[config.mk]
export PLATFORM = sky130hd
export DESIGN_NAME = bs_vlc_run_level_decoder_top
export DESIGN_NICKNAME = d
export VERILOG_FILES = /design/src/rtl/bsvlc_pkg.sv /design/src/rtl/bsvlc_ctrl.sv /design/src/rtl/bsvlc_datapath.sv /design/src/rtl/bs_vlc_run_level_decoder_top.sv
export VERILOG_INCLUDE_DIRS = /design/src /design/src/rtl
export SDC_FILE = /design/constraint.sdc
export NUM_CORES = 1
export LEC_CHECK = 0
export ABC_AREA = 1
export BUFFER_PORTS_ARGS = -buffer_cell sky130_fd_sc_hd__buf_2
export CORE_MARGIN = 2
export CORE_UTILIZATION = 45
export DETAILED_ROUTE_END_ITERATION = 10
export GPL_TIMING_DRIVEN = 0
export HOLD_SLACK_MARGIN = 0.02
export PLACE_DENSITY = 0.62
export SETUP_SLACK_MARGIN = 0.2
export SYNTH_ARGS = -nofsm -noshare
export SYNTH_HDL_FRONTEND = slang
export SYNTH_SLANG_ARGS = --single-unit
[constraint.sdc]
create_clock -name clk -period 8.2 [get_ports clk]
set_input_delay 1.23 -clock clk [delete_from_list [all_inputs] [get_ports clk]]
set_output_delay 1.23 -clock clk [all_outputs]
set_load 0.02 [all_outputs]
[src/rtl/bs_vlc_run_level_decoder_top_assert.svh]
// assertion macros for the run/level decoder
`ifndef BS_VLC_RUN_LEVEL_DECODER_TOP_ASSERT_SVH
`define BS_VLC_RUN_LEVEL_DECODER_TOP_ASSERT_SVH

// same-cycle implication
`define BSVLC_ASSERT_IMP(lbl, clk, rst_n, ante, cons) \
	lbl: assert property (@(posedge clk) disable iff (!rst_n) (ante) |-> (cons)) \
		else $error("bsvlc assertion failed");

// next-cycle implication
`define BSVLC_ASSERT_NXT(lbl, clk, rst_n, ante, cons) \
	lbl: assert property (@(posedge clk) disable iff (!rst_n) (ante) |=> (cons)) \
		else $error("bsvlc assertion failed");

`endif

[src/rtl/bsvlc_pkg.sv]
// shared types, constants and vlc table for the run/level decoder
package bsvlc_pkg;

	localparam logic [1:0] STAT_CODE = 2'd0;
	localparam logic [1:0] STAT_DONE = 2'd1;
	localparam logic [1:0] STAT_ERR  = 2'd2;

	localparam logic CFG_MB_COLUMNS = 1'b0;
	localparam logic CFG_MB_ROWS    = 1'b1;

	localparam logic [15:0] EOB_WORD = 16'hFE00;
	localparam int MAX_RESULTS = 16;
	localparam int RES_CNT_W = $clog2(MAX_RESULTS);
	localparam int VLC_N = 111;

	typedef struct packed {
		logic [15:0] data_word;
		logic        frame_start;
		logic        frame_end;
	} in_item_t;

	typedef struct packed {
		logic [15:0] code_word;
		logic [1:0]  status;
		logic        last_of_input;
	} out_item_t;

	typedef enum logic [1:0] {
		ST_IDLE,
		ST_DECODE,
		ST_LAST
	} ctrl_state_t;

	typedef struct packed {
		logic accept;
		logic commit;
		logic finish;
	} dp_cmd_t;

	typedef struct packed {
		logic pend_valid;
		logic out_free;
		logic emit;
		logic terminal;
		logic hdr_error;
		logic hdr_decode;
	} dp_status_t;

	typedef struct packed {
		logic [4:0]  len;
		logic [15:0] code;
		logic [4:0]  run;
		logic [5:0]  lev;
	} vlc_ent_t;

	typedef struct packed {
		logic       hit;
		logic [4:0] len;
		logic [4:0] run;
		logic [5:0] lev;
	} vlc_hit_t;

	localparam vlc_ent_t VLC_TABLE [VLC_N] = '{
		'{5'd2, 16'b11, 5'd0, 6'd1}, '{5'd3, 16'b011, 5'd1, 6'd1},
		'{5'd4, 16'b0100, 5'd0, 6'd2}, '{5'd4, 16'b0101, 5'd2, 6'd1},
		'{5'd5, 16'b00101, 5'd0, 6'd3}, '{5'd5, 16'b00111, 5'd3, 6'd1},
		'{5'd5, 16'b00110, 5'd4, 6'd1},
		'{5'd6, 16'b000110, 5'd1, 6'd2}, '{5'd6, 16'b000111, 5'd5, 6'd1},
		'{5'd6, 16'b000101, 5'd6, 6'd1}, '{5'd6, 16'b000100, 5'd7, 6'd1},
		'{5'd7, 16'b0000110, 5'd0, 6'd4}, '{5'd7, 16'b0000100, 5'd2, 6'd2},
		'{5'd7, 16'b0000111, 5'd8, 6'd1}, '{5'd7, 16'b0000101, 5'd9, 6'd1},
		'{5'd8, 16'b00100110, 5'd0, 6'd5}, '{5'd8, 16'b00100001, 5'd0, 6'd6},
		'{5'd8, 16'b00100101, 5'd1, 6'd3}, '{5'd8, 16'b00100100, 5'd3, 6'd2},
		'{5'd8, 16'b00100111, 5'd10, 6'd1}, '{5'd8, 16'b00100011, 5'd11, 6'd1},
		'{5'd8, 16'b00100010, 5'd12, 6'd1}, '{5'd8, 16'b00100000, 5'd13, 6'd1},
		'{5'd10, 16'b0000001010, 5'd0, 6'd7}, '{5'd10, 16'b0000001100, 5'd1, 6'd4},
		'{5'd10, 16'b0000001011, 5'd2, 6'd3}, '{5'd10, 16'b0000001111, 5'd4, 6'd2},
		'{5'd10, 16'b0000001001, 5'd5, 6'd2}, '{5'd10, 16'b0000001110, 5'd14, 6'd1},
		'{5'd10, 16'b0000001101, 5'd15, 6'd1}, '{5'd10, 16'b0000001000, 5'd16, 6'd1},
		'{5'd12, 16'b000000011101, 5'd0, 6'd8}, '{5'd12, 16'b000000011000, 5'd0, 6'd9},
		'{5'd12, 16'b000000010011, 5'd0, 6'd10}, '{5'd12, 16'b000000010000, 5'd0, 6'd11},
		'{5'd12, 16'b000000011011, 5'd1, 6'd5}, '{5'd12, 16'b000000010100, 5'd2, 6'd4},
		'{5'd12, 16'b000000011100, 5'd3, 6'd3}, '{5'd12, 16'b000000010010, 5'd4, 6'd3},
		'{5'd12, 16'b000000011110, 5'd6, 6'd2}, '{5'd12, 16'b000000010101, 5'd7, 6'd2},
		'{5'd12, 16'b000000010001, 5'd8, 6'd2}, '{5'd12, 16'b000000011111, 5'd17, 6'd1},
		'{5'd12, 16'b000000011010, 5'd18, 6'd1}, '{5'd12, 16'b000000011001, 5'd19, 6'd1},
		'{5'd12, 16'b000000010111, 5'd20, 6'd1}, '{5'd12, 16'b000000010110, 5'd21, 6'd1},
		'{5'd13, 16'b0000000011010, 5'd0, 6'd12}, '{5'd13, 16'b0000000011001, 5'd0, 6'd13},
		'{5'd13, 16'b0000000011000, 5'd0, 6'd14}, '{5'd13, 16'b0000000010111, 5'd0, 6'd15},
		'{5'd13, 16'b0000000010110, 5'd1, 6'd6}, '{5'd13, 16'b0000000010101, 5'd1, 6'd7},
		'{5'd13, 16'b0000000010100, 5'd2, 6'd5}, '{5'd13, 16'b0000000010011, 5'd3, 6'd4},
		'{5'd13, 16'b0000000010010, 5'd5, 6'd3}, '{5'd13, 16'b0000000010001, 5'd9, 6'd2},
		'{5'd13, 16'b0000000010000, 5'd10, 6'd2}, '{5'd13, 16'b0000000011111, 5'd22, 6'd1},
		'{5'd13, 16'b0000000011110, 5'd23, 6'd1}, '{5'd13, 16'b0000000011101, 5'd24, 6'd1},
		'{5'd13, 16'b0000000011100, 5'd25, 6'd1}, '{5'd13, 16'b0000000011011, 5'd26, 6'd1},
		'{5'd14, 16'b00000000011111, 5'd0, 6'd16}, '{5'd14, 16'b00000000011110, 5'd0, 6'd17},
		'{5'd14, 16'b00000000011101, 5'd0, 6'd18}, '{5'd14, 16'b00000000011100, 5'd0, 6'd19},
		'{5'd14, 16'b00000000011011, 5'd0, 6'd20}, '{5'd14, 16'b00000000011010, 5'd0, 6'd21},
		'{5'd14, 16'b00000000011001, 5'd0, 6'd22}, '{5'd14, 16'b00000000011000, 5'd0, 6'd23},
		'{5'd14, 16'b00000000010111, 5'd0, 6'd24}, '{5'd14, 16'b00000000010110, 5'd0, 6'd25},
		'{5'd14, 16'b00000000010101, 5'd0, 6'd26}, '{5'd14, 16'b00000000010100, 5'd0, 6'd27},
		'{5'd14, 16'b00000000010011, 5'd0, 6'd28}, '{5'd14, 16'b00000000010010, 5'd0, 6'd29},
		'{5'd14, 16'b00000000010001, 5'd0, 6'd30}, '{5'd14, 16'b00000000010000, 5'd0, 6'd31},
		'{5'd15, 16'b000000000011000, 5'd0, 6'd32}, '{5'd15, 16'b000000000010111, 5'd0, 6'd33},
		'{5'd15, 16'b000000000010110, 5'd0, 6'd34}, '{5'd15, 16'b000000000010101, 5'd0, 6'd35},
		'{5'd15, 16'b000000000010100, 5'd0, 6'd36}, '{5'd15, 16'b000000000010011, 5'd0, 6'd37},
		'{5'd15, 16'b000000000010010, 5'd0, 6'd38}, '{5'd15, 16'b000000000010001, 5'd0, 6'd39},
		'{5'd15, 16'b000000000010000, 5'd0, 6'd40}, '{5'd15, 16'b000000000011111, 5'd1, 6'd8},
		'{5'd15, 16'b000000000011110, 5'd1, 6'd9}, '{5'd15, 16'b000000000011101, 5'd1, 6'd10},
		'{5'd15, 16'b000000000011100, 5'd1, 6'd11}, '{5'd15, 16'b000000000011011, 5'd1, 6'd12},
		'{5'd15, 16'b000000000011010, 5'd1, 6'd13}, '{5'd15, 16'b000000000011001, 5'd1, 6'd14},
		'{5'd16, 16'b0000000000010011, 5'd1, 6'd15}, '{5'd16, 16'b0000000000010010, 5'd1, 6'd16},
		'{5'd16, 16'b0000000000010001, 5'd1, 6'd17}, '{5'd16, 16'b0000000000010000, 5'd1, 6'd18},
		'{5'd16, 16'b0000000000010100, 5'd6, 6'd3}, '{5'd16, 16'b0000000000011010, 5'd11, 6'd2},
		'{5'd16, 16'b0000000000011001, 5'd12, 6'd2}, '{5'd16, 16'b0000000000011000, 5'd13, 6'd2},
		'{5'd16, 16'b0000000000010111, 5'd14, 6'd2}, '{5'd16, 16'b0000000000010110, 5'd15, 6'd2},
		'{5'd16, 16'b0000000000010101, 5'd16, 6'd2}, '{5'd16, 16'b0000000000011111, 5'd27, 6'd1},
		'{5'd16, 16'b0000000000011110, 5'd28, 6'd1}, '{5'd16, 16'b0000000000011101, 5'd29, 6'd1},
		'{5'd16, 16'b0000000000011100, 5'd30, 6'd1}, '{5'd16, 16'b0000000000011011, 5'd31, 6'd1}
	};

	// codes are prefix free, so at most one entry matches
	function automatic vlc_hit_t vlc_lookup(input logic [15:0] win);
		vlc_hit_t r;
		r = '0;
		for (int i = 0; i < VLC_N; i++) begin
			if ((win >> (5'd16 - VLC_TABLE[i].len)) == VLC_TABLE[i].code) begin
				r.hit = 1'b1;
				r.len = VLC_TABLE[i].len;
				r.run = VLC_TABLE[i].run;
				r.lev = VLC_TABLE[i].lev;
			end
		end
		return r;
	endfunction

endpackage

[src/rtl/bsvlc_ctrl.sv]
// controller state machine of the run/level decoder
module bsvlc_ctrl (
	input  logic                   clk,
	input  logic                   arst_n,
	input  logic                   in_valid,
	input  bsvlc_pkg::dp_status_t  stat,
	output bsvlc_pkg::dp_cmd_t     cmd,
	output logic                   in_stall
);

	bsvlc_pkg::ctrl_state_t state_q, state_d;
	logic [bsvlc_pkg::RES_CNT_W-1:0] res_cnt_q;
	logic can_commit;
	logic cap_hit;

	assign can_commit = stat.emit && (!stat.pend_valid || stat.out_free);
	assign cap_hit = (res_cnt_q == bsvlc_pkg::RES_CNT_W'(bsvlc_pkg::MAX_RESULTS - 1));

	always_comb begin
		state_d = state_q;
		unique case (state_q)
			bsvlc_pkg::ST_IDLE: begin
				if (in_valid) begin
					if (stat.hdr_error) state_d = bsvlc_pkg::ST_LAST;
					else if (stat.hdr_decode) state_d = bsvlc_pkg::ST_DECODE;
				end
			end
			bsvlc_pkg::ST_DECODE: begin
				if (stat.emit) begin
					if (can_commit && (stat.terminal || cap_hit)) state_d = bsvlc_pkg::ST_LAST;
				end else begin
					state_d = stat.pend_valid ? bsvlc_pkg::ST_LAST : bsvlc_pkg::ST_IDLE;
				end
			end
			bsvlc_pkg::ST_LAST: begin
				if (stat.out_free) state_d = bsvlc_pkg::ST_IDLE;
			end
			default: state_d = bsvlc_pkg::ST_IDLE;
		endcase
	end

	always_comb begin
		cmd = '0;
		in_stall = 1'b1;
		unique case (state_q)
			bsvlc_pkg::ST_IDLE: begin
				in_stall = 1'b0;
				cmd.accept = in_valid;
			end
			bsvlc_pkg::ST_DECODE: cmd.commit = can_commit;
			bsvlc_pkg::ST_LAST: cmd.finish = stat.out_free;
			default: cmd = '0;
		endcase
	end

	always_ff @(posedge clk or negedge arst_n) begin
		if (!arst_n) begin
			state_q <= bsvlc_pkg::ST_IDLE;
			res_cnt_q <= '0;
		end else begin
			state_q <= state_d;
			if (cmd.accept) res_cnt_q <= '0;
			else if (cmd.commit) res_cnt_q <= res_cnt_q + 1'b1;
		end
	end

endmodule

[src/rtl/bsvlc_datapath.sv]
// bit buffer, frame state, code decode and result registers
module bsvlc_datapath (
	input  logic                   clk,
	input  logic                   arst_n,
	input  bsvlc_pkg::in_item_t    in_item,
	input  logic                   cfg_valid,
	input  logic                   cfg_index,
	input  logic [6:0]             cfg_data,
	input  logic                   out_stall,
	input  bsvlc_pkg::dp_cmd_t     cmd,
	output bsvlc_pkg::dp_status_t  stat,
	output logic                   out_valid,
	output bsvlc_pkg::out_item_t   out_item
);

	logic [6:0]  cols_q;
	logic [5:0]  rows_q;
	logic [47:0] buf_q;
	logic [5:0]  cnt_q;
	logic [2:0]  hdr_q;
	logic [5:0]  qs_q;
	logic [15:0] bc_q;
	logic        dc_q, done_q, flush_q;
	logic [15:0] pend_code_q;
	logic [1:0]  pend_stat_q;
	logic        pend_valid_q;
	logic        out_valid_q;
	bsvlc_pkg::out_item_t out_q;

	logic [12:0] prod;
	logic [15:0] nblocks;
	logic        out_free;

	// decode step
	bsvlc_pkg::vlc_hit_t lk;
	logic        emit, term, clr_dc, set_dc, inc_bc;
	logic [4:0]  drop;
	logic [15:0] code;
	logic [1:0]  code_stat;
	logic        eob, esc, sign;
	logic [9:0]  lev10;
	logic [5:0]  sign_idx;

	// header / append on accept
	logic        e_done, e_flush, e_dc;
	logic [2:0]  e_hdr;
	logic [5:0]  e_qs, e_cnt;
	logic [47:0] e_buf;
	logic [15:0] e_bc;
	logic        n_done, n_flush, hdr_err, hdr_dec;
	logic [2:0]  n_hdr;
	logic [5:0]  n_qs, n_cnt;
	logic [47:0] n_buf;

	assign prod = 13'(cols_q) * 13'(rows_q);
	assign nblocks = 16'({prod, 2'b00}) + 16'({prod, 1'b0});
	assign out_free = !out_valid_q || !out_stall;

	assign lk = bsvlc_pkg::vlc_lookup(buf_q[47:32]);
	assign sign_idx = 6'd47 - {1'b0, lk.len};
	assign sign = buf_q[sign_idx];
	assign lev10 = sign ? (10'd0 - {4'b0, lk.lev}) : {4'b0, lk.lev};
	assign eob = ((cnt_q >= 6'd2) || flush_q) && (buf_q[47:46] == 2'b10);
	assign esc = (buf_q[47:42] == 6'b000001);

	always_comb begin
		emit = 1'b0;
		term = 1'b0;
		clr_dc = 1'b0;
		set_dc = 1'b0;
		inc_bc = 1'b0;
		drop = 5'd0;
		code = 16'd0;
		code_stat = bsvlc_pkg::STAT_CODE;
		if (bc_q >= nblocks) begin
			emit = 1'b1;
			term = 1'b1;
			code_stat = bsvlc_pkg::STAT_DONE;
		end else if (dc_q) begin
			if (flush_q && cnt_q == 6'd0) begin
				emit = 1'b1;
				term = 1'b1;
				code_stat = bsvlc_pkg::STAT_DONE;
			end else if (flush_q || cnt_q >= 6'd10) begin
				emit = 1'b1;
				clr_dc = 1'b1;
				drop = 5'd10;
				code = {qs_q, buf_q[47:38]};
			end
		end else if (!eob && !flush_q && (cnt_q < 6'd17 || (esc && cnt_q < 6'd22))) begin
			emit = 1'b0;
		end else if (eob) begin
			emit = 1'b1;
			set_dc = 1'b1;
			inc_bc = 1'b1;
			drop = 5'd2;
			code = bsvlc_pkg::EOB_WORD;
		end else if (esc) begin
			emit = 1'b1;
			drop = 5'd22;
			code = buf_q[41:26];
		end else if (!lk.hit) begin
			emit = 1'b1;
			term = 1'b1;
			code_stat = bsvlc_pkg::STAT_ERR;
		end else begin
			emit = 1'b1;
			drop = lk.len + 5'd1;
			code = {1'b0, lk.run, lev10};
		end
	end

	// frame_start restarts the frame before the word is used
	always_comb begin
		e_done  = in_item.frame_start ? 1'b0 : done_q;
		e_flush = in_item.frame_start ? 1'b0 : flush_q;
		e_dc    = in_item.frame_start ? 1'b1 : dc_q;
		e_hdr   = in_item.frame_start ? 3'd0 : hdr_q;
		e_qs    = in_item.frame_start ? 6'd1 : qs_q;
		e_cnt   = in_item.frame_start ? 6'd0 : cnt_q;
		e_buf   = in_item.frame_start ? 48'd0 : buf_q;
		e_bc    = in_item.frame_start ? 16'd0 : bc_q;
		n_done  = e_done;
		n_flush = e_flush;
		n_hdr   = e_hdr;
		n_qs    = e_qs;
		n_cnt   = e_cnt;
		n_buf   = e_buf;
		hdr_err = 1'b0;
		hdr_dec = 1'b0;
		if (!e_done) begin
			hdr_dec = 1'b1;
			if (!e_flush) begin
				if (e_hdr < 3'd4) begin
					if (e_hdr == 3'd2) begin
						n_qs = (in_item.data_word[5:0] == 6'd0) ? 6'd1 : in_item.data_word[5:0];
					end
					n_hdr = e_hdr + 3'd1;
					if (n_hdr < 3'd4) begin
						hdr_dec = 1'b0;
						if (in_item.frame_end) begin
							hdr_err = 1'b1;
							n_done = 1'b1;
						end
					end
				end else if (e_cnt <= 6'd32) begin
					n_buf = e_buf | ({in_item.data_word, 32'd0} >> e_cnt);
					n_cnt = e_cnt + 6'd16;
				end
				if (hdr_dec && in_item.frame_end) n_flush = 1'b1;
			end
		end
	end

	assign stat.pend_valid = pend_valid_q;
	assign stat.out_free = out_free;
	assign stat.emit = emit;
	assign stat.terminal = term;
	assign stat.hdr_error = hdr_err;
	assign stat.hdr_decode = hdr_dec;

	always_ff @(posedge clk or negedge arst_n) begin
		if (!arst_n) begin
			cols_q <= 7'd20;
			rows_q <= 6'd15;
			buf_q <= '0;
			cnt_q <= '0;
			hdr_q <= '0;
			qs_q <= 6'd1;
			bc_q <= '0;
			dc_q <= 1'b1;
			done_q <= 1'b0;
			flush_q <= 1'b0;
			pend_valid_q <= 1'b0;
			out_valid_q <= 1'b0;
		end else begin
			if (cfg_valid) begin
				if (cfg_index == bsvlc_pkg::CFG_MB_COLUMNS) cols_q <= cfg_data;
				else rows_q <= cfg_data[5:0];
			end
			if (cmd.accept) begin
				buf_q <= n_buf;
				cnt_q <= n_cnt;
				hdr_q <= n_hdr;
				qs_q <= n_qs;
				bc_q <= e_bc;
				dc_q <= e_dc;
				done_q <= n_done;
				flush_q <= n_flush;
				if (hdr_err) pend_valid_q <= 1'b1;
			end else if (cmd.commit) begin
				buf_q <= buf_q << drop;
				cnt_q <= (cnt_q > 6'(drop)) ? cnt_q - 6'(drop) : 6'd0;
				if (term) done_q <= 1'b1;
				if (clr_dc) dc_q <= 1'b0;
				if (set_dc) dc_q <= 1'b1;
				if (inc_bc) bc_q <= bc_q + 16'd1;
				pend_valid_q <= 1'b1;
			end else if (cmd.finish) begin
				pend_valid_q <= 1'b0;
			end
			if ((cmd.commit && pend_valid_q) || cmd.finish) out_valid_q <= 1'b1;
			else if (!out_stall) out_valid_q <= 1'b0;
		end
	end

	// payload registers
	always_ff @(posedge clk) begin
		if (cmd.accept && hdr_err) begin
			pend_code_q <= 16'd0;
			pend_stat_q <= bsvlc_pkg::STAT_ERR;
		end else if (cmd.commit) begin
			pend_code_q <= code;
			pend_stat_q <= code_stat;
		end
		if ((cmd.commit && pend_valid_q) || cmd.finish) begin
			out_q.code_word <= pend_code_q;
			out_q.status <= pend_stat_q;
			out_q.last_of_input <= cmd.finish;
		end
	end

	assign out_valid = out_valid_q;
	assign out_item = out_q;

endmodule

[src/rtl/bs_vlc_run_level_decoder_top.sv]
// top level of the run/level vlc decoder
// one code per cycle while the output does not stall; a word with n results holds the input
// through its take, n decodes, one decode short of bits and the hand-off, or skips the
// decode short of bits when it ends the frame; header and ignored words are only taken,
// a word with no result also tries a decode short of bits; output stalls lengthen these
// reset (arst_n low) clears the frame state, sets mb_columns 20 and mb_rows 15
`include "bs_vlc_run_level_decoder_top_assert.svh"

module bs_vlc_run_level_decoder_top (
	input  logic                 clk,
	input  logic                 arst_n,
	// input word channel
	input  logic                 in_valid,
	output logic                 in_stall,
	input  bsvlc_pkg::in_item_t  in_item,
	// result channel
	output logic                 out_valid,
	input  logic                 out_stall,
	output bsvlc_pkg::out_item_t out_item,
	// register write channel: index 0 mb_columns, 1 mb_rows
	input  logic                 cfg_valid,
	output logic                 cfg_ready,
	input  logic                 cfg_index,
	input  logic [6:0]           cfg_data
);

	bsvlc_pkg::dp_cmd_t    cmd;
	bsvlc_pkg::dp_status_t stat;

	// registers are always writable; writes must come only while idle, the block does not enforce it
	assign cfg_ready = 1'b1;

	// sequencer: accept a word, step decodes, hand off last result
	bsvlc_ctrl u_ctrl (
		.clk      (clk),
		.arst_n   (arst_n),
		.in_valid (in_valid),
		.stat     (stat),
		.cmd      (cmd),
		.in_stall (in_stall)
	);

	// bit buffer, header tracking, vlc table, pending and output registers
	bsvlc_datapath u_dp (
		.clk       (clk),
		.arst_n    (arst_n),
		.in_item   (in_item),
		.cfg_valid (cfg_valid),
		.cfg_index (cfg_index),
		.cfg_data  (cfg_data),
		.out_stall (out_stall),
		.cmd       (cmd),
		.stat      (stat),
		.out_valid (out_valid),
		.out_item  (out_item)
	);

	// a commit never overwrites a result the output side still holds
	`BSVLC_ASSERT_IMP(a_commit_room, clk, arst_n, cmd.commit, !stat.pend_valid || stat.out_free)
	// a new transaction starts with nothing pending
	`BSVLC_ASSERT_IMP(a_accept_clean, clk, arst_n, cmd.accept, !stat.pend_valid)
	// the closing hand-off always marks the last result of the word
	`BSVLC_ASSERT_NXT(a_finish_last, clk, arst_n, cmd.finish, out_valid && out_item.last_of_input)

endmodule

## Word level (Yosys, flattened, before mapping)

Index checks and enable logic that the tools add are counted.

| word-level totals | value |
|---|---|
| bits in registers | 140 |
| input port bits | 31 |
| output and inout bits | 22 |

| operators by class | value |
|---|---|
| $add $sub $neg | 9 |
| $mul | 1 |
| order comparisons | 10 |
| equality and inequality tests | 124 |
| shift operators | 2 |
| mux-type cells | 230 |
| bitwise gates (word level) | 2 |
| reductions and logical operators | 37 |

Operators with widths:

| kind | number |
|---|---|
| 17-bit two-way mux | 111 |
| 48-bit two-way mux | 7 |
| 16-bit by 5-bit == test with 1-bit output (second input constant) | 16 |
| 15-bit by 5-bit == test with 1-bit output (second input constant) | 16 |
| 14-bit by 5-bit == test with 1-bit output (second input constant) | 16 |
| 13-bit by 5-bit == test with 1-bit output (second input constant) | 16 |
| 12-bit by 5-bit == test with 1-bit output (second input constant) | 16 |
| 16-bit two-way mux | 11 |
| 6-bit two-way mux | 14 |
| 10-bit by 4-bit == test with 1-bit output (second input constant) | 8 |
| 8-bit by 6-bit == test with 1-bit output (second input constant) | 8 |
| 1-bit two-way mux | 56 |
| 48-bit bitwise OR | 1 |
| 48-bit by 5-bit left shift with 48-bit output | 1 |
| 48-bit by 6-bit >> shifter with 48-bit output | 1 |
| 5-bit two-way mux | 7 |
| 7-bit by 3-bit == test with 1-bit output (second input constant) | 4 |
| 2-bit two-way mux | 13 |
| 6-bit by 3-bit == test with 1-bit output (second input constant) | 4 |
| 15-bit by 14-bit adder with 16-bit output | 1 |
| 16-bit by 1-bit adder with 16-bit output (second input constant) | 1 |
| 16-bit >= comparator | 1 |
| 5-bit by 3-bit == test with 1-bit output (second input constant) | 3 |
| 15-bit two-way mux | 1 |
| 41 further kinds | 82 |

## Logic depth before layout (Yosys ltp)

| logic depth | value |
|---|---|
| depth after elaboration | 123 |
| mapped depth | 47 |

## Modules after synthesis

From an unflattened synthesis, not the netlist that was laid out.

| second synthesis, totals | value |
|---|---|
| cell total of the unflattened synthesis | 2421 |
| area total of the unflattened synthesis | 15284.7 um^2 |

By module, submodules not included:

| module | instances | cells an instance | area an instance (um^2) | sequential area each (um^2) |
|---|---|---|---|---|
| bsvlc_datapath | 1 | 2356 | 14858.0 | 3368.2 |
| bsvlc_ctrl | 1 | 63 | 415.4 | 150.1 |
| bs_vlc_run_level_decoder_top | 1 | 2 | 11.3 | 0.0 |

## Worst setup path before layout

Ideal clock, no wire load.

| path | value |
|---|---|
| path type | register to register |
| start | register u_dp.rows_q[3] |
| end | register u_dp.out_q, in the netlist u_dp.out_item[0], enable pin |
| library setup time | 0.423 ns |
| data arrival time | 7.289 ns |
| slack | 0.488 ns |
| stages on the path, launching flop included | 31 |
| path buffers | 1 |
| cells stage by stage | dfstp_2 -> clkbuf_1 -> nand2_1 -> fa_1 -> fa_1 -> fa_1 -> inv_1 -> ha_1 -> inv_1 -> o31ai_1 -> xor2_1 -> inv_1 -> ha_1 -> inv_1 -> o21ai_0 -> a21oi_1 -> o21ai_0 -> a21o_1 -> a21oi_1 -> o21ai_0 -> a21oi_1 -> xor2_1 -> ha_1 -> nand2_1 -> inv_1 -> nand3_1 -> o2111ai_1 -> inv_1 -> a21oi_1 -> nand2_2 -> o21ai_0 |

| on the way | value |
|---|---|
| word-level cells in the longest chain between the ends | 8 |

RTL lines:

| item | RTL line | RTL |
|---|---|---|
| start, declared | bsvlc_datapath.sv:17 | `logic [5:0] rows_q;` |
| start signal, assigned | bsvlc_datapath.sv:179 | `else rows_q <= cfg_data[5:0];` |
| 7-bit by 6-bit multiplier with 13-bit output | bsvlc_datapath.sv:55 | `assign prod = 13'(cols_q) * 13'(rows_q);` |
| 15-bit by 14-bit adder with 16-bit output | bsvlc_datapath.sv:56 | `assign nblocks = 16'({prod, 2'b00}) + 16'({prod, 1'b0});` |
| 16-bit >= comparator | bsvlc_datapath.sv:75 | `if (bc_q >= nblocks) begin` |
| 1-bit two-way mux | bsvlc_datapath.sv:75 |  |
| 1-bit logical AND | bsvlc_ctrl.sv:16 | `assign can_commit = stat.emit && (!stat.pend_valid \|\| stat.out_free);` |
| 1-bit two-way mux | bsvlc_ctrl.sv:45 | `unique case (state_q)` |
| 1-bit logical AND | bsvlc_datapath.sv:216 | `if ((cmd.commit && pend_valid_q) \|\| cmd.finish) begin` |
| 1-bit logical OR | bsvlc_datapath.sv:216 |  |
| end, declared | bsvlc_datapath.sv:28 | `bsvlc_pkg::out_item_t out_q;` |

No other way between the ends.
A chain may end at the register's enable or synchronous reset.

## Worst setup path after layout

| path | value |
|---|---|
| start | register u_dp.rows_q[1] |
| end | register u_dp.buf_q[30] |

| on the way | value |
|---|---|
| word-level cells in the longest chain between the ends | 7 |
| elaborated cells between the ends (all ways) | 11 |

RTL lines:

| item | RTL line | RTL |
|---|---|---|
| 7-bit by 6-bit multiplier with 13-bit output * | bsvlc_datapath.sv:55 |  |
| 15-bit by 14-bit adder with 16-bit output * | bsvlc_datapath.sv:56 |  |
| 16-bit >= comparator * | bsvlc_datapath.sv:75 |  |
| 5-bit two-way mux / 1-bit two-way mux (equally long branches) | bsvlc_datapath.sv:75 |  |
| 48-bit by 5-bit left shift with 48-bit output / 1-bit logical AND (equally long branches) | bsvlc_datapath.sv:192, bsvlc_ctrl.sv:16 |  |
| 48-bit two-way mux / 1-bit two-way mux (equally long branches) | bsvlc_datapath.sv:191, bsvlc_ctrl.sv:45 |  |
| 48-bit two-way mux / 2-bit nonzero test (equally long branches) | -- |  |
| end signal, assigned | bsvlc_datapath.sv:182 | `buf_q <= n_buf;` |
| end signal, assigned | bsvlc_datapath.sv:192 | `buf_q <= buf_q << drop;` |
| end, declared | bsvlc_datapath.sv:18 | `logic [47:0] buf_q;` |

Mark *: on every way between the ends. The rest lies on a longest branch, timed or not. The select of a mux whose other input is x is not followed.

==> flow_summary_export.csv <==
group,metric,value,unit
outcome,run_status,"completed",
power_and_ir_drop,peakVddDrop,0.000431,V
floorplanning,start_util,45.8,%
cts,ctsRootBufferMaster,"clkbuf_16",
floorplanning,chipHeight,189,um
grt,first_global_vias,16700,
min_path,hp-start,"u_dp.pend_code_q[9]",
timing,slew_viol_final,0,
cts,clk_pin_slew_worst_paths,0.08,ns
detailed_routing,final_antenna_net_count,0,
floorplanning,die_area,35800,um2
critical_path,crit_end,"u_dp.buf_q[30]",
cts,insertion_delay,0.47,ns
critical_path,crit_family,"adder cells",
synthesis,synth_warnings,0,
timing,min_period,7.80,ns
power_and_ir_drop,p_sw_share,59.3,%
layout,fin_area,17300,um2
grt,antenna_found_initial,0,
grt,grt_start_max_net_pins,67,
critical_path,crit_top_cell,"inv_1",
synthesis,synthXorXnorAreaFrac,1.59,%
synthesis,synthMuxAreaShare,1.04,%
job,maxCapViolations,0,
layout,antenna_cells,0,
critical_path,crit_required,8.61,ns
critical_path,path_buf_inv,9,
power_and_ir_drop,intPower,3.46,mW
placed_design,io_buffer_count,50,
floorplanning,die_w,189,um
synthesis,synthCells,2486,
detailed_routing,num_vias,18000,
critical_path,crit_path_start,"u_dp.rows_q[1]",
synthesis,synth_fa_ha_area_share,8.00,%
placed_design,place_ws,-0.966,ns
layout,nNetsFinal,2687,
timing,holdWs,0.439,ns
floorplanning,ios,53,
min_path,hp-class,"flip-flop to flip-flop",
critical_path,r2r-start,"u_dp.rows_q[1]",
timing,maxSlewHeadroom,40.1,%
timing,fmax,128,MHz
grt,grt-ovfl-total,0,
synthesis,ys_ff_latch,140,
cts,cts_tree,"yes",
detailed_routing,drc_errors,0,
timing,finalHoldViolCount,0,
critical_path,worstSetupEndpointType,"flip-flop",
timing,period_share,95.1,%
detailed_routing,routed_wl,65000,um
critical_path,worstPathMaxFanout,10,
placed_design,finalWeightedCongestion,1.02,
power_and_ir_drop,power.switching,5.05,mW
synthesis,ys.flop_type,"dfrtp_1",
timing,worst_slack,0.400,ns
synthesis,syn_nets,2602,
grt,grt_pass1_wl,98100,um
power_and_ir_drop,cellPowerDensity,491,nW/um2
synthesis,synth_top_family_by_area,"simple AND/OR/NAND/NOR gates",
critical_path,max_stage_delay,0.62,ns
critical_path,reg2reg_depth,33,
critical_path,critPathArrivalTime,8.21,ns
floorplanning,rows,67,
critical_path,path_class,"flip-flop to flip-flop",
timing,tightestPinTransition,0.889,ns
power_and_ir_drop,seq_power_share,13.9,%
timing,setup_violations,0,
cts,cts.sinks,140,
layout,syn_to_final_growth,12.2,%
timing,rsz0062_at_grt,"yes",
detailed_routing,firstDrtPassIters,6,
placed_design,place_hpwl,51600,um
detailed_routing,drtIter0Drc,1942,
timing,clock_skew,0.0170,ns
synthesis,synth.distinct_cells,72,
detailed_routing,wl_per_cell,21.4,um
critical_path,start_kind,"flip-flop",
synthesis,syn-cell-area,15400,um2
grt,grt_util_all_layers,35.9,%
critical_path,r2r_slack,0.40,ns
detailed_routing,vias_per_cell,5.92,
synthesis,async_flop_share,73.6,%
cts,htreeDepth,4,
cts,clk_path_buf_depth,2,
critical_path,rr_endpoint,"u_dp.buf_q[30]",
power_and_ir_drop,pwr-share-clk,9.9,%
synthesis,synthSimpleGateAreaFrac,32.8,%
floorplanning,coreArea,33700,um2
critical_path,cp.depth,33,
critical_path,cp_slowest_cell,"dfstp_2",
placed_design,placed_area,16300,um2
layout,drive_above_1_share,11.0,%
cts,cts_buffers,17,
synthesis,synth_edf_count,19,
power_and_ir_drop,combPwrFrac,76.2,%
synthesis,syn_area_per_cell,6.21,um2
power_and_ir_drop,total_leakage_power,8.40,nW
synthesis,synth_compound_area_share,20.7,%
synthesis,seq_area_frac_synth,22.8,%
==> how the worst min path moves through the flow <==
stage / to / slack, ns / cells after the start
floorplan: u_dp.out_item[2] / 0.41 / 0
global placement: u_dp.out_item[12] / 0.42 / 0
detailed placement: u_dp.out_item[15] / 0.42 / 0
CTS: u_dp.out_item[12] / 0.44 / 0
global route: u_dp.out_item[12] / 0.46 / 0
finish: u_dp.out_item[12] / 0.44 / 0
==> synthesized netlist by cell type, types with 6 or more instances <==
cell type,number,share of area (%)
xor2_1,18,1.0
nor2_2,10,0.40
inv_2,27,0.66
a31oi_1,13,0.53
xnor2_1,10,0.57
o211ai_1,22,1.1
or2_2,7,0.28
nor2_1,226,5.5
buf_2,29,0.94
o21ai_1,75,2.4
o22ai_1,45,1.8
o221ai_1,13,0.74
ha_1,62,5.0
nand4_1,47,1.9
edfxtp_1,19,3.7
a22oi_1,10,0.49
o31ai_1,9,0.44
nand3_1,169,5.5
o2111ai_1,9,0.51
o21ai_0,216,7.0
inv_1,348,8.5
clkbuf_1,66,1.6
nor3_1,34,1.1
mux2i_1,15,0.97
nand2_1,599,15
nor4_1,19,0.77
dfxtp_1,18,2.3
dfstp_2,8,1.4
or2_1,6,0.24
a211oi_1,10,0.49
nor2_4,8,0.58
buf_6,8,0.58
nand2_2,8,0.32
buf_4,12,0.58
fa_1,23,3.0
a21oi_1,102,3.3
dfrtp_1,95,15
==> worst register-to-register path, delay by kind of cell (launching register included) <==
family / cells / cell delay (ns)
adders and majority gates: 6 / 2.40
and+or+nand+nor: 7 / 1.54
AOI/OAI and AO/OA: 9 / 1.52
buffers and inverters: 9 / 1.24
DFF: 1 / 0.62
xor gates and xnor gates: 2 / 0.44
==> cells by family after synthesis <==
logic type	Yosys count
simple gates	1159
fa+ha+maj	85
flops	140
buf+inv	501
other cells	1
compound gates	556
mux	16
xor+xnor	28
==> cell usage in the layout, fill, tap and decap left out, drive strengths merged, types with 3 or more instances in the layout <==
master / netlist / final
a2111oi: 3 / 3
a211oi: 11 / 11
a21oi: 105 / 105
a22oi: 10 / 10
a31oi: 13 / 13
a41oi: 5 / 5
buf: 54 / 124
clkbuf: 66 / 79
clkinv: 5 / 6
clkinvlp: 0 / 3
dfrtp: 95 / 95
dfstp: 8 / 8
dfxtp: 18 / 18
edfxtp: 19 / 19
fa: 23 / 23
ha: 62 / 62
inv: 376 / 385
mux2i: 15 / 15
nand2: 608 / 608
nand3: 171 / 171
nand3b: 5 / 5
nand4: 47 / 47
nor2: 244 / 244
nor3: 39 / 39
nor3b: 3 / 3
nor4: 22 / 22
o2111ai: 9 / 9
o211ai: 22 / 22
o21ai: 292 / 292
o21bai: 4 / 4
o221ai: 13 / 13
o22ai: 45 / 45
o31ai: 9 / 9
or2: 14 / 14
xnor2: 10 / 10
xor2: 18 / 18
==> per-layer routing <==
layer / wire, um / track usage (%)
met5: 0 / 0
met4: 3350 / 18.0
met3: 5740 / 5.10
met2: 28100 / 54.9
met1: 27800 / 49.6
==> per-stage QoR <==
step	instances	util, %	TNS (ns)	power (mW)
final	3032	51.4	0	8.51
after floorplan	2486	-	0	5.24
after detailed placement	2986	48.4	-13.05	7.14
after global placement	2984	48.2	-26.75	7.09
after global routing	3032	51.4	-0.00249	9.11
after CTS	3022	50.6	0	8.10
==> power by group through the flow <==
stage / Sequential (mW) / Clock [mW] / Combinational (mW)
after detailed placement: 1.18 / 0 / 5.96
final: 1.18 / 0.843 / 6.48
after floorplan: 1.17 / 0 / 4.07
after CTS: 1.17 / 0.847 / 6.08
after global routing: 1.21 / 0.869 / 7.04
after global placement: 1.17 / 0 / 5.92
==> sequential cells by signal, summed over array words and instances, names as in the netlist, 3 cells and up <==
register / flops
u_dp.hdr_q: 3
u_dp.pend_code_q: 16
u_dp.bc_q: 16
u_dp.out_item: 19
u_ctrl.res_cnt_q: 4
u_dp.cols_q: 7
u_dp.buf_q: 48
u_dp.rows_q: 6
u_dp.qs_q: 6
u_dp.cnt_q: 6
==> cell type report <==
cell class / count / area [um2]
fill: 3626 / 16400
clock buffer: 17 / 425
buffer: 116 / 598
timing repair buffer: 70 / 430
sequential: 140 / 3520
multi-input combinational: 1845 / 10200
clock inverter: 15 / 191
tap: 448 / 561
inverter: 381 / 1440
==> repair_timing <==
action | CTS | global route
setup buffers | 8 | 10
hold buffers | 0 | 0
pin swaps | 4 | 13
setup endpoints to repair | 62 | 60
resized for setup | 24 | 51
gates cloned | 0 | 0
Note: power is estimated with default switching activity, not from simulation.
